===== config.mk =====
export PLATFORM = sky130hd
export DESIGN_NAME = modular_exponentiation_top
export DESIGN_NICKNAME = d
export VERILOG_FILES = /design/src/rtl/core/modexp_pkg.sv /design/src/rtl/core/modular_exponentiation_top.sv
export VERILOG_INCLUDE_DIRS = /design/src /design/src/rtl/core
export SDC_FILE = /design/constraint.sdc
export NUM_CORES = 1
export LEC_CHECK = 0
export BUFFER_PORTS_ARGS = -buffer_cell sky130_fd_sc_hd__buf_2
export CORE_MARGIN = 5
export CORE_UTILIZATION = 45
export CTS_CLUSTER_SIZE = 30
export DETAILED_ROUTE_END_ITERATION = 8
export PLACE_DENSITY_LB_ADDON = 0.05
export SLEW_MARGIN = 30
export SYNTH_ARGS = -nofsm -noshare
export SYNTH_HDL_FRONTEND = slang
export SYNTH_SLANG_ARGS = --single-unit

===== constraint.sdc =====
create_clock -name i_clk -period 7.4 [get_ports i_clk]
set_clock_uncertainty 0.2 [all_clocks]
set_input_delay 0 -clock i_clk [delete_from_list [all_inputs] [get_ports i_clk]]
set_output_delay 0 -clock i_clk [all_outputs]
set_load 0.005 [all_outputs]

===== src/rtl/core/assert_macros.svh =====
// Assertion macros shared by the modular exponentiation RTL.
// Included by any file that carries concurrent assertions; no other dependencies.
`ifndef ASSERT_MACROS_SVH
`define ASSERT_MACROS_SVH

// The antecedent implies the consequent in the same cycle.
`define MX_ASSERT_IMP(label, clk, rst_n, ante, cons) \
    label: assert property (@(posedge clk) disable iff (!(rst_n)) (ante) |-> (cons)) \
        else $error("assertion failed");

// The antecedent implies the consequent in the following cycle.
`define MX_ASSERT_NEXT(label, clk, rst_n, ante, cons) \
    label: assert property (@(posedge clk) disable iff (!(rst_n)) (ante) |=> (cons)) \
        else $error("assertion failed");

`endif


===== src/rtl/core/modexp_pkg.sv =====
// Package for the modular exponentiation block: widths, register indexes and
// the sequencer state type. No dependencies.
package modexp_pkg;

    localparam int DATA_WIDTH      = 32;
    localparam int MOD_WIDTH_DEF   = 32;
    localparam int EXP_WIDTH       = 32;
    localparam int CFG_INDEX_WIDTH = 2;

    localparam logic [CFG_INDEX_WIDTH-1:0] CFG_MODULUS     = 2'd0;
    localparam logic [CFG_INDEX_WIDTH-1:0] CFG_PUBLIC_EXP  = 2'd1;
    localparam logic [CFG_INDEX_WIDTH-1:0] CFG_PRIVATE_EXP = 2'd2;

    localparam logic OP_ENCRYPT = 1'b0;
    localparam logic OP_DECRYPT = 1'b1;

    typedef enum logic [2:0] {
        S_IDLE,
        S_SETUP,
        S_REDUCE,
        S_SQUARE,
        S_MULT,
        S_FINISH
    } t_state;

endpackage


===== src/rtl/core/modular_exponentiation_top.sv =====
// Modular exponentiation (RSA encrypt and decrypt) with a bit-serial modular multiplier.
// Depends on modexp_pkg and assert_macros.svh.
//
// Usage: an item on the input channel (i_in_valid / o_in_ready) carries an operation
// bit and a base value; the operation selects the public or the private exponent.
// One result, base to that exponent modulo the modulus, leaves on the output channel
// (o_out_valid / i_out_ready). The modulus and exponents are set through the write
// port (i_cfg_we, i_cfg_index, i_cfg_data); the user must write them only while the
// block is idle, which the block does not enforce. One item is processed at a time.
// After the transfer and a setup state the base is reduced modulo the modulus, then each
// of the 32 exponent bits costs a modular squaring, plus a modular multiplication when
// the bit is set. The result then waits in the finish state until the output register
// is free, and the next item is taken once the sequencer is back in idle. With a zero
// exponent or a modulus below two the setup state goes straight to the finish state.
// The rate is set by the interleaved multiplier, which consumes one multiplier bit per
// cycle.
// Reset returns the sequencer to idle, drops the output valid and restores the
// modulus to two and both exponents to zero. When the receiver stalls, the result
// holds in the output register; a new item is still accepted and computed, and it
// waits at its final step until the output register is free.
`include "assert_macros.svh"

module modular_exponentiation_top #(
    parameter int MOD_WIDTH = modexp_pkg::MOD_WIDTH_DEF
) (
    input  logic                                  i_clk,
    input  logic                                  i_rst_n,
    input  logic                                  i_cfg_we,
    input  logic [modexp_pkg::CFG_INDEX_WIDTH-1:0] i_cfg_index,
    input  logic [modexp_pkg::DATA_WIDTH-1:0]      i_cfg_data,
    input  logic                                  i_in_valid,
    output logic                                  o_in_ready,
    input  logic                                  i_operation,
    input  logic [modexp_pkg::DATA_WIDTH-1:0]      i_base_value,
    output logic                                  o_out_valid,
    input  logic                                  i_out_ready,
    output logic [modexp_pkg::DATA_WIDTH-1:0]      o_result_value
);
    import modexp_pkg::*;

    localparam int CNT_W  = $clog2(MOD_WIDTH);
    localparam int ECNT_W = $clog2(EXP_WIDTH);

    t_state                 r_state, n_state;
    logic [DATA_WIDTH-1:0]  r_modulus, r_pub_exp, r_priv_exp;
    logic [EXP_WIDTH-1:0]   r_e, n_e;
    logic [ECNT_W-1:0]      r_ecnt, n_ecnt;
    logic [CNT_W-1:0]       r_cnt, n_cnt;
    logic [MOD_WIDTH-1:0]   r_base, n_base;
    logic [MOD_WIDTH-1:0]   r_acc, n_acc;
    logic [MOD_WIDTH-1:0]   r_a, n_a;
    logic [MOD_WIDTH-1:0]   r_b, n_b;
    logic [MOD_WIDTH-1:0]   r_p, n_p;
    logic                   r_out_valid, n_out_valid;
    logic [DATA_WIDTH-1:0]  r_out, n_out;

    logic [MOD_WIDTH-1:0]   mod_w;
    logic                   mod_small;
    logic                   in_xfer, out_free, step_last, exp_last;
    logic [MOD_WIDTH+1:0]   sum, sub1, sub2, mod_ext, mod_dbl;
    logic [MOD_WIDTH-1:0]   p_step;

    assign mod_w     = r_modulus[MOD_WIDTH-1:0];
    assign mod_small = ~|mod_w[MOD_WIDTH-1:1];
    assign in_xfer   = i_in_valid && o_in_ready;
    assign out_free  = !r_out_valid || i_out_ready;
    assign step_last = (r_cnt == '0);
    assign exp_last  = (r_ecnt == '0);

    // One step of the interleaved multiplier: p = (2p + a_bit * b) mod m, with p, b < m.
    assign mod_ext = {2'b00, mod_w};
    assign mod_dbl = {1'b0, mod_w, 1'b0};
    assign sum     = {1'b0, r_p, 1'b0} + {2'b00, (r_a[MOD_WIDTH-1] ? r_b : '0)};
    assign sub1    = sum - mod_ext;
    assign sub2    = sum - mod_dbl;

    always_comb begin
        if (sum >= mod_dbl) begin
            p_step = sub2[MOD_WIDTH-1:0];
        end else if (sum >= mod_ext) begin
            p_step = sub1[MOD_WIDTH-1:0];
        end else begin
            p_step = sum[MOD_WIDTH-1:0];
        end
    end

    always_ff @(posedge i_clk) begin
        if (!i_rst_n) begin
            r_modulus  <= DATA_WIDTH'(2);
            r_pub_exp  <= '0;
            r_priv_exp <= '0;
        end else if (i_cfg_we) begin
            case (i_cfg_index)
                CFG_MODULUS:     r_modulus  <= i_cfg_data;
                CFG_PUBLIC_EXP:  r_pub_exp  <= i_cfg_data;
                CFG_PRIVATE_EXP: r_priv_exp <= i_cfg_data;
                default: ;
            endcase
        end
    end

    always_comb begin
        n_state = r_state;
        case (r_state)
            S_IDLE: begin
                if (in_xfer) begin
                    n_state = S_SETUP;
                end
            end
            S_SETUP: begin
                if ((r_e == '0) || mod_small) begin
                    n_state = S_FINISH;
                end else begin
                    n_state = S_REDUCE;
                end
            end
            S_REDUCE: begin
                if (step_last) begin
                    n_state = S_SQUARE;
                end
            end
            S_SQUARE, S_MULT: begin
                if (step_last) begin
                    if ((r_state == S_SQUARE) && r_e[EXP_WIDTH-1]) begin
                        n_state = S_MULT;
                    end else if (exp_last) begin
                        n_state = S_FINISH;
                    end else begin
                        n_state = S_SQUARE;
                    end
                end
            end
            S_FINISH: begin
                if (out_free) begin
                    n_state = S_IDLE;
                end
            end
            default: n_state = S_IDLE;
        endcase
    end

    always_comb begin
        o_in_ready  = (r_state == S_IDLE);
        n_e         = r_e;
        n_ecnt      = r_ecnt;
        n_cnt       = r_cnt;
        n_base      = r_base;
        n_acc       = r_acc;
        n_a         = r_a;
        n_b         = r_b;
        n_p         = r_p;
        n_out       = r_out;
        n_out_valid = r_out_valid && !i_out_ready;
        case (r_state)
            S_IDLE: begin
                if (in_xfer) begin
                    n_e    = (i_operation == OP_DECRYPT) ? r_priv_exp : r_pub_exp;
                    n_base = i_base_value[MOD_WIDTH-1:0];
                end
            end
            S_SETUP: begin
                n_a    = r_base;
                n_b    = MOD_WIDTH'(1);
                n_p    = '0;
                n_cnt  = CNT_W'(MOD_WIDTH - 1);
                n_ecnt = ECNT_W'(EXP_WIDTH - 1);
                if (r_e == '0) begin
                    n_acc = MOD_WIDTH'(1);
                end else begin
                    n_acc = '0;
                end
            end
            S_REDUCE: begin
                n_p   = p_step;
                n_a   = {r_a[MOD_WIDTH-2:0], 1'b0};
                n_cnt = r_cnt - 1'b1;
                if (step_last) begin
                    n_base = p_step;
                    n_a    = MOD_WIDTH'(1);
                    n_b    = MOD_WIDTH'(1);
                    n_p    = '0;
                    n_cnt  = CNT_W'(MOD_WIDTH - 1);
                end
            end
            S_SQUARE, S_MULT: begin
                n_p   = p_step;
                n_a   = {r_a[MOD_WIDTH-2:0], 1'b0};
                n_cnt = r_cnt - 1'b1;
                if (step_last) begin
                    n_acc = p_step;
                    n_a   = p_step;
                    n_p   = '0;
                    n_cnt = CNT_W'(MOD_WIDTH - 1);
                    if ((r_state == S_SQUARE) && r_e[EXP_WIDTH-1]) begin
                        n_b = r_base;
                    end else begin
                        n_b    = p_step;
                        n_e    = {r_e[EXP_WIDTH-2:0], 1'b0};
                        n_ecnt = r_ecnt - 1'b1;
                    end
                end
            end
            S_FINISH: begin
                if (out_free) begin
                    n_out       = DATA_WIDTH'(r_acc);
                    n_out_valid = 1'b1;
                end
            end
            default: ;
        endcase
    end

    always_ff @(posedge i_clk) begin
        if (!i_rst_n) begin
            r_state     <= S_IDLE;
            r_out_valid <= 1'b0;
        end else begin
            r_state     <= n_state;
            r_out_valid <= n_out_valid;
        end
    end

    always_ff @(posedge i_clk) begin
        r_e    <= n_e;
        r_ecnt <= n_ecnt;
        r_cnt  <= n_cnt;
        r_base <= n_base;
        r_acc  <= n_acc;
        r_a    <= n_a;
        r_b    <= n_b;
        r_p    <= n_p;
        r_out  <= n_out;
    end

    assign o_out_valid    = r_out_valid;
    assign o_result_value = r_out;

    `MX_ASSERT_NEXT(a_busy_after_xfer, i_clk, i_rst_n, in_xfer, !o_in_ready)
    `MX_ASSERT_IMP(a_partial_below_mod, i_clk, i_rst_n,
        (r_state == S_REDUCE) || (r_state == S_SQUARE) || (r_state == S_MULT), r_p < mod_w)
    `MX_ASSERT_NEXT(a_finish_loads_out, i_clk, i_rst_n,
        (r_state == S_FINISH) && out_free, o_out_valid && (r_state == S_IDLE))

endmodule

-- Yosys cells after proc, flatten, opt, wreduce, memory -nomap -nowiden
Index checks and enable logic that the tools add are counted.
- bits in registers: 334
- input port bits: 72
- output and inout bits: 34
- logic and storage cells: 101
- add/sub/neg operators: 5
- $lt $le $gt $ge: 2
- equality and inequality tests: 12
- muxes and demuxes: 37
- reductions and logical operators: 31
- operators by type and width (kind ; number):
    32-bit 2-to-1 mux ; 15
    32-bit case mux with 2 select lines ; 4
    32-bit case mux with 3 select lines ; 2
    32-bit subtractor ; 2
    33-bit by 32-bit adder with 34-bit output ; 1
    34-bit by 32-bit greater-or-equal comparator with 1-bit output ; 1
    34-bit by 33-bit greater-or-equal comparator with 1-bit output ; 1
    32-bit logical NOT ; 1
    31-bit OR reduction ; 1
    3-bit 2-to-1 mux ; 7
    5-bit case mux with 2 select lines ; 2
    5-bit 2-to-1 mux ; 3
    3-bit case mux with 5 select lines ; 1
    5-bit logical NOT ; 2
    2-bit AND reduction ; 5
    5-bit by 1-bit subtractor with 5-bit output, second input constant ; 2
    3-bit AND reduction ; 3
    2-bit inequality test, second input constant ; 4
    4-bit AND reduction ; 2
    2-bit nonzero test ; 4
    3-bit by 2-bit equality test with 1-bit output, second input constant ; 2
    3-bit equality test, second input constant ; 2
    3-bit by 1-bit equality test with 1-bit output, second input constant ; 1
    1-bit logical AND ; 3
    11 further kinds ; 16

-- Logic depth before layout (Yosys ltp)
- word-level depth: 8
- depth in mapped cells: 25

-- Worst setup path before layout
No wires, ideal clock.
- path kind: reg-to-reg
- from: reg r_state[1]
- to: reg r_b[0], enable pin
- arrival time: 6017 ps
- data required time: 6776 ps
- setup slack: 759 ps
- stages on the path, launching flop included: 5
- cell sequence: dfxtp_1 > clkbuf_1 > nor2_1 > xnor2_1 > nor2b_1
- cells in the longest elaborated chain, start to end: 4
- elaborated cells between the ends (all ways): 9
- classes of those cells: eq/ne (6); reduce/logical (3)
- RTL lines (element ; RTL line ; text):
    from (decl) ; modular_exponentiation_top.sv:44 ; t_state r_state, n_state;
    from (signal assigned) ; modular_exponentiation_top.sv:218 ; r_state <= n_state;
    3-bit by 2-bit equality test with 1-bit output / 3-bit equality test (equally long branches) ; modular_exponentiation_top.sv:154 ; case (r_state)
    2-bit OR reduction ; modular_exponentiation_top.sv:154 ;
    2-bit inequality test (no source line) / 3-bit nonzero test (equally long branches) ; -- ;
    3-bit AND reduction (no source line) (*) ; -- ;
    to (signal assigned) ; modular_exponentiation_top.sv:230 ; r_b <= n_b;
    to (decl) ; modular_exponentiation_top.sv:52 ; logic [MOD_WIDTH-1:0] r_b, n_b;
Every way passes the cells marked *; elsewhere a longest branch is shown, timed or not.
A chain may end at the register's enable or synchronous reset.

-- Final worst setup path
- from: reg r_a[31]
- to: reg r_a[2], data pin
- cells in the longest elaborated chain, start to end: 7
- elaborated cells between the ends (all ways): 10
- classes of those cells: add/sub (3); order compare (2); mux (5)
- RTL lines (element ; RTL line ; text):
    from (decl) ; modular_exponentiation_top.sv:51 ; logic [MOD_WIDTH-1:0] r_a, n_a;
    from (signal assigned) ; modular_exponentiation_top.sv:229 ; r_a <= n_a;
    32-bit 2-to-1 mux (*) ; modular_exponentiation_top.sv:73 ; assign sum = {1'b0, r_p, 1'b0} + {2'b00, (r_a[MOD_WIDTH-1] ? r_b : '0)};
    33-bit by 32-bit adder with 34-bit output (*) ; modular_exponentiation_top.sv:73 ;
    32-bit subtractor / 34-bit by 32-bit greater-or-equal comparator with 1-bit output (equally long branches) ; modular_exponentiation_top.sv:74, modular_exponentiation_top.sv:80 ;
    32-bit 2-to-1 mux ; modular_exponentiation_top.sv:80 ; end else if (sum >= mod_ext) begin
    32-bit 2-to-1 mux (*) ; modular_exponentiation_top.sv:78 ; if (sum >= mod_dbl) begin
    32-bit 2-to-1 mux (*) ; modular_exponentiation_top.sv:189 ; if (step_last) begin
    32-bit case mux with 3 select lines (*) ; modular_exponentiation_top.sv:154 ;
    net n_a[2] ; modular_exponentiation_top.sv:51 ;
Mark *: on every way through the listed nets, which the timed path passes. The rest lies on a longest branch.

==> flow_metrics.py <==
metrics = {
    "hold_path": {
        "hp-start": "i_base_value[18]",
        "holdCritPathClass": "in -> reg",
    },
    "grt": {
        "grt_max_degree": 96,
        "grt_pass1_wl_mm": 91.56,
        "grt_pass1_vias": 15700,
        "grt_antenna_before_repair": 0,
        "grt_usage_pct": 24.39,
        "grt_overflow": 0,
    },
    "synthesis": {
        "synth_edf_count": 234,
        "syn_area_sq_um": 19640,
        "yosys-top-cells-count": "nand2_1 (367), a21oi_1 (236), edfxtp_1 (234)",
        "syn-num-nets": 2291,
        "synth_ff_type": "edfxtp_1",
        "syn_area_per_cell_sq_um": 9.274,
        "yosysMostFrequentCell": "nand2_1",
        "async_flop_share_pct": 0,
        "synth_seq_cells": 334,
        "synth_cell_types": 99,
        "yosysWarnings": 0,
        "synth_top_area_share_pct": 35.77,
        "synth.area.top_cells": "edfxtp_1 (36%), dfxtp_1 (10%), nand2_1 (7.0%)",
        "yosysSeqAreaShare_pct": 45.96,
        "yosys.area.top_type": "edfxtp_1",
        "syn_inst": 2118,
    },
    "outcome": {
        "status": "finished clean",
    },
    "final_layout": {
        "area_growth_syn_to_layout_pct": 15.94,
        "post-route-util_pct": 52.75,
        "nNetsFinal": 2433,
        "fillers": 4093,
        "drive_gt1_share_pct": 11.70,
        "n_antenna_cell": 0,
    },
    "timing": {
        "max_freq_mhz": 143.8,
        "report.final.slew_viol_count": 0,
        "period_minus_slack_ps": 6955,
        "setup_violations": 0,
        "relSlewSlack_pct": 46.88,
        "rsz0062_at_grt": "no",
        "fin_ws_ps": 444.8,
        "timing_hold_violations_final": 0,
        "tightestPinTransition_ps": 793.9,
        "setup-tns-final_ps": 0,
        "fin_crit_sh_pct": 93.99,
    },
    "clock_tree": {
        "cts_root_buf": "clkbuf_16",
        "clk_latency_ps": 560,
        "cts_tree": "yes",
        "clkTransAtPathRegs_ps": 60,
        "cts_sinks": 334,
        "clock_path_buffers": 3,
        "cts_made_buffers": 38,
        "postCtsSetupBuffers": 0,
        "cts-htree-levels": 2,
    },
    "setup_path": {
        "crit_start": "r_a[31]$_DFFE_PN_",
        "reg2reg_from": "r_a[31]$_DFFE_PN_",
        "cp-end-kind": "flip-flop",
        "worstPathMaxFanout": 19,
        "cp.arrival_ps": 7030,
        "crit_type": "reg -> reg",
        "cp-start-kind": "flip-flop",
        "cp.required_ps": 7470,
    },
    "die": {
        "die-area_sq_um": 47930,
        "die_y_microns": 218.9,
        "ios": 106,
        "initial_core_util_pct": 45.50,
        "row_count": 76,
        "die_width_microns": 218.9,
        "core_area_sq_um": 43170,
    },
    "drt": {
        "vias": 16340,
        "drt-total-wl_mm": 59.35,
        "dr.first_iter.drc_count": 1238,
        "wire_per_inst_microns": 20.64,
        "viasPerCell": 5.685,
        "drcViolationCount": 0,
        "ant_nets": 0,
        "first_pass_iters": 5,
    },
    "placement": {
        "post-place-ws_ps": 580.2,
        "gp_congestion": 0.9322,
        "io_buffer_count": 105,
        "hpwl_mm": 44.50,
    },
    "run": {
        "max-cap-violations": 0,
    },
}
-- per-stage QoR --
stage | instance area, sq um | hold slack [ps] | instances
6_report | 22770 | 54.87 | 2875
5_1_grt | 22770 | 61.89 | 2875
4_1_cts | 22770 | 28.44 | 2875
3_5_place_dp | 20710 | 48.07 | 2730
3_3_place_gp | 20710 | 40.51 | 2730
2_1_floorplan | 19640 | -111.1 | 2118
-- metal layers --
metal  GRT usage, %  vias to the layer above  part of all wire, %
li1               -                     7988                    -
met1          33.78                     7896                   46
met2          41.09                      380                   48
met4          6.113                        0                  2.2
met3          2.787                       79                  3.8
met5              0                        -                    0
-- worst max-delay path, stage by stage (launching register included) --
cell,delay [ps]
edfxtp_1,550
buf_4,260
and2_1,150
ha_1,520
nand4_1,280
or3_1,430
nor2_1,140
o21ai_0,220
nand2_1,230
a21oi_1,110
xnor2_1,420
ha_1,420
and4_1,260
nand3_1,120
nor2_1,90
and3_1,190
a31oi_1,190
o2111ai_2,420
nor2_8,490
a21oi_1,160
o21ai_0,600
o21ai_0,190
-- worst paths after layout --
path	to	slack, ps	cells after the start
worst max-delay path	r_a[2]$_DFFE_PN_	440	21
worst min-delay path	r_base[18]$_DFFE_PP_	50	4
worst max register to register	r_a[2]$_DFFE_PN_	440	21
worst min register to register	o_result_value[15]$_DFFE_PP_	210	0
-- layout by cell type, fill, tap and decap left out, types with 17 or more instances in the layout --
cell type / synthesis / routed
and2_1: 45 / 45
a21o_1: 37 / 36
buf_2: 12 / 104
a22oi_1: 26 / 26
mux2i_1: 35 / 35
nand4_1: 22 / 22
xnor2_1: 54 / 53
xor2_1: 27 / 27
nand3_1: 36 / 36
and3_1: 18 / 17
nor3_1: 28 / 28
nor4_1: 18 / 18
dfxtp_1: 100 / 100
clkbuf_16: 0 / 40
nor2_1: 142 / 140
ha_1: 98 / 98
o211ai_1: 21 / 21
nand2_1: 367 / 367
o21ai_1: 29 / 29
dlygate4sd3_1: 0 / 75
inv_1: 62 / 62
a21oi_1: 236 / 235
o21ai_0: 144 / 143
buf_4: 1 / 31
o21a_1: 18 / 18
edfxtp_1: 234 / 234
-- sequential cells by signal, summed over array words and instances, names as in the netlist, 5 cells and up --
name and cells:
mod_w 32, o_result_value 32, r_a 32, r_acc 32, r_b 32, r_base 32, r_e 32, r_p 32
r_priv_exp 32, r_pub_exp 32, r_cnt 5, r_ecnt 5
-- what timing repair did --
action	in CTS	in global routing
gates resized for setup	0	0
hold buffers	75	0
endpoints found under the hold margin	158	0
-- logic make-up (layout without fill, tap and decap cells) --
family	after synthesis	count (layout)	synth area share, %
XOR/XNOR	82	82	3.752
AND/OR/NAND/NOR	735	735	16.81
adder cells (fa/ha/maj)	101	101	6.548
multiplexers	48	48	2.643
buffers and inverters	173	345	3.599
AO/OA/AOI/OAI	645	645	20.68
flip-flops	334	334	45.96
-- layout make-up --
cell class | count | area, sq um | share of cell area, %
clock buffer | 52 | 1096 | 4.813
clock inverter | 18 | 210.2 | 0.9230
inverter | 64 | 245.2 | 1.077
multi-input combinational | 1611 | 9947 | 43.68
sequential | 334 | 9029 | 39.64
tap | 585 | 732.0 | 3.214
timing repair buffer | 211 | 1515 | 6.653
Power is left out: the tool's default activity adds up to more than one toggle a clock period on the data nets, which glitch-free logic cannot reach.
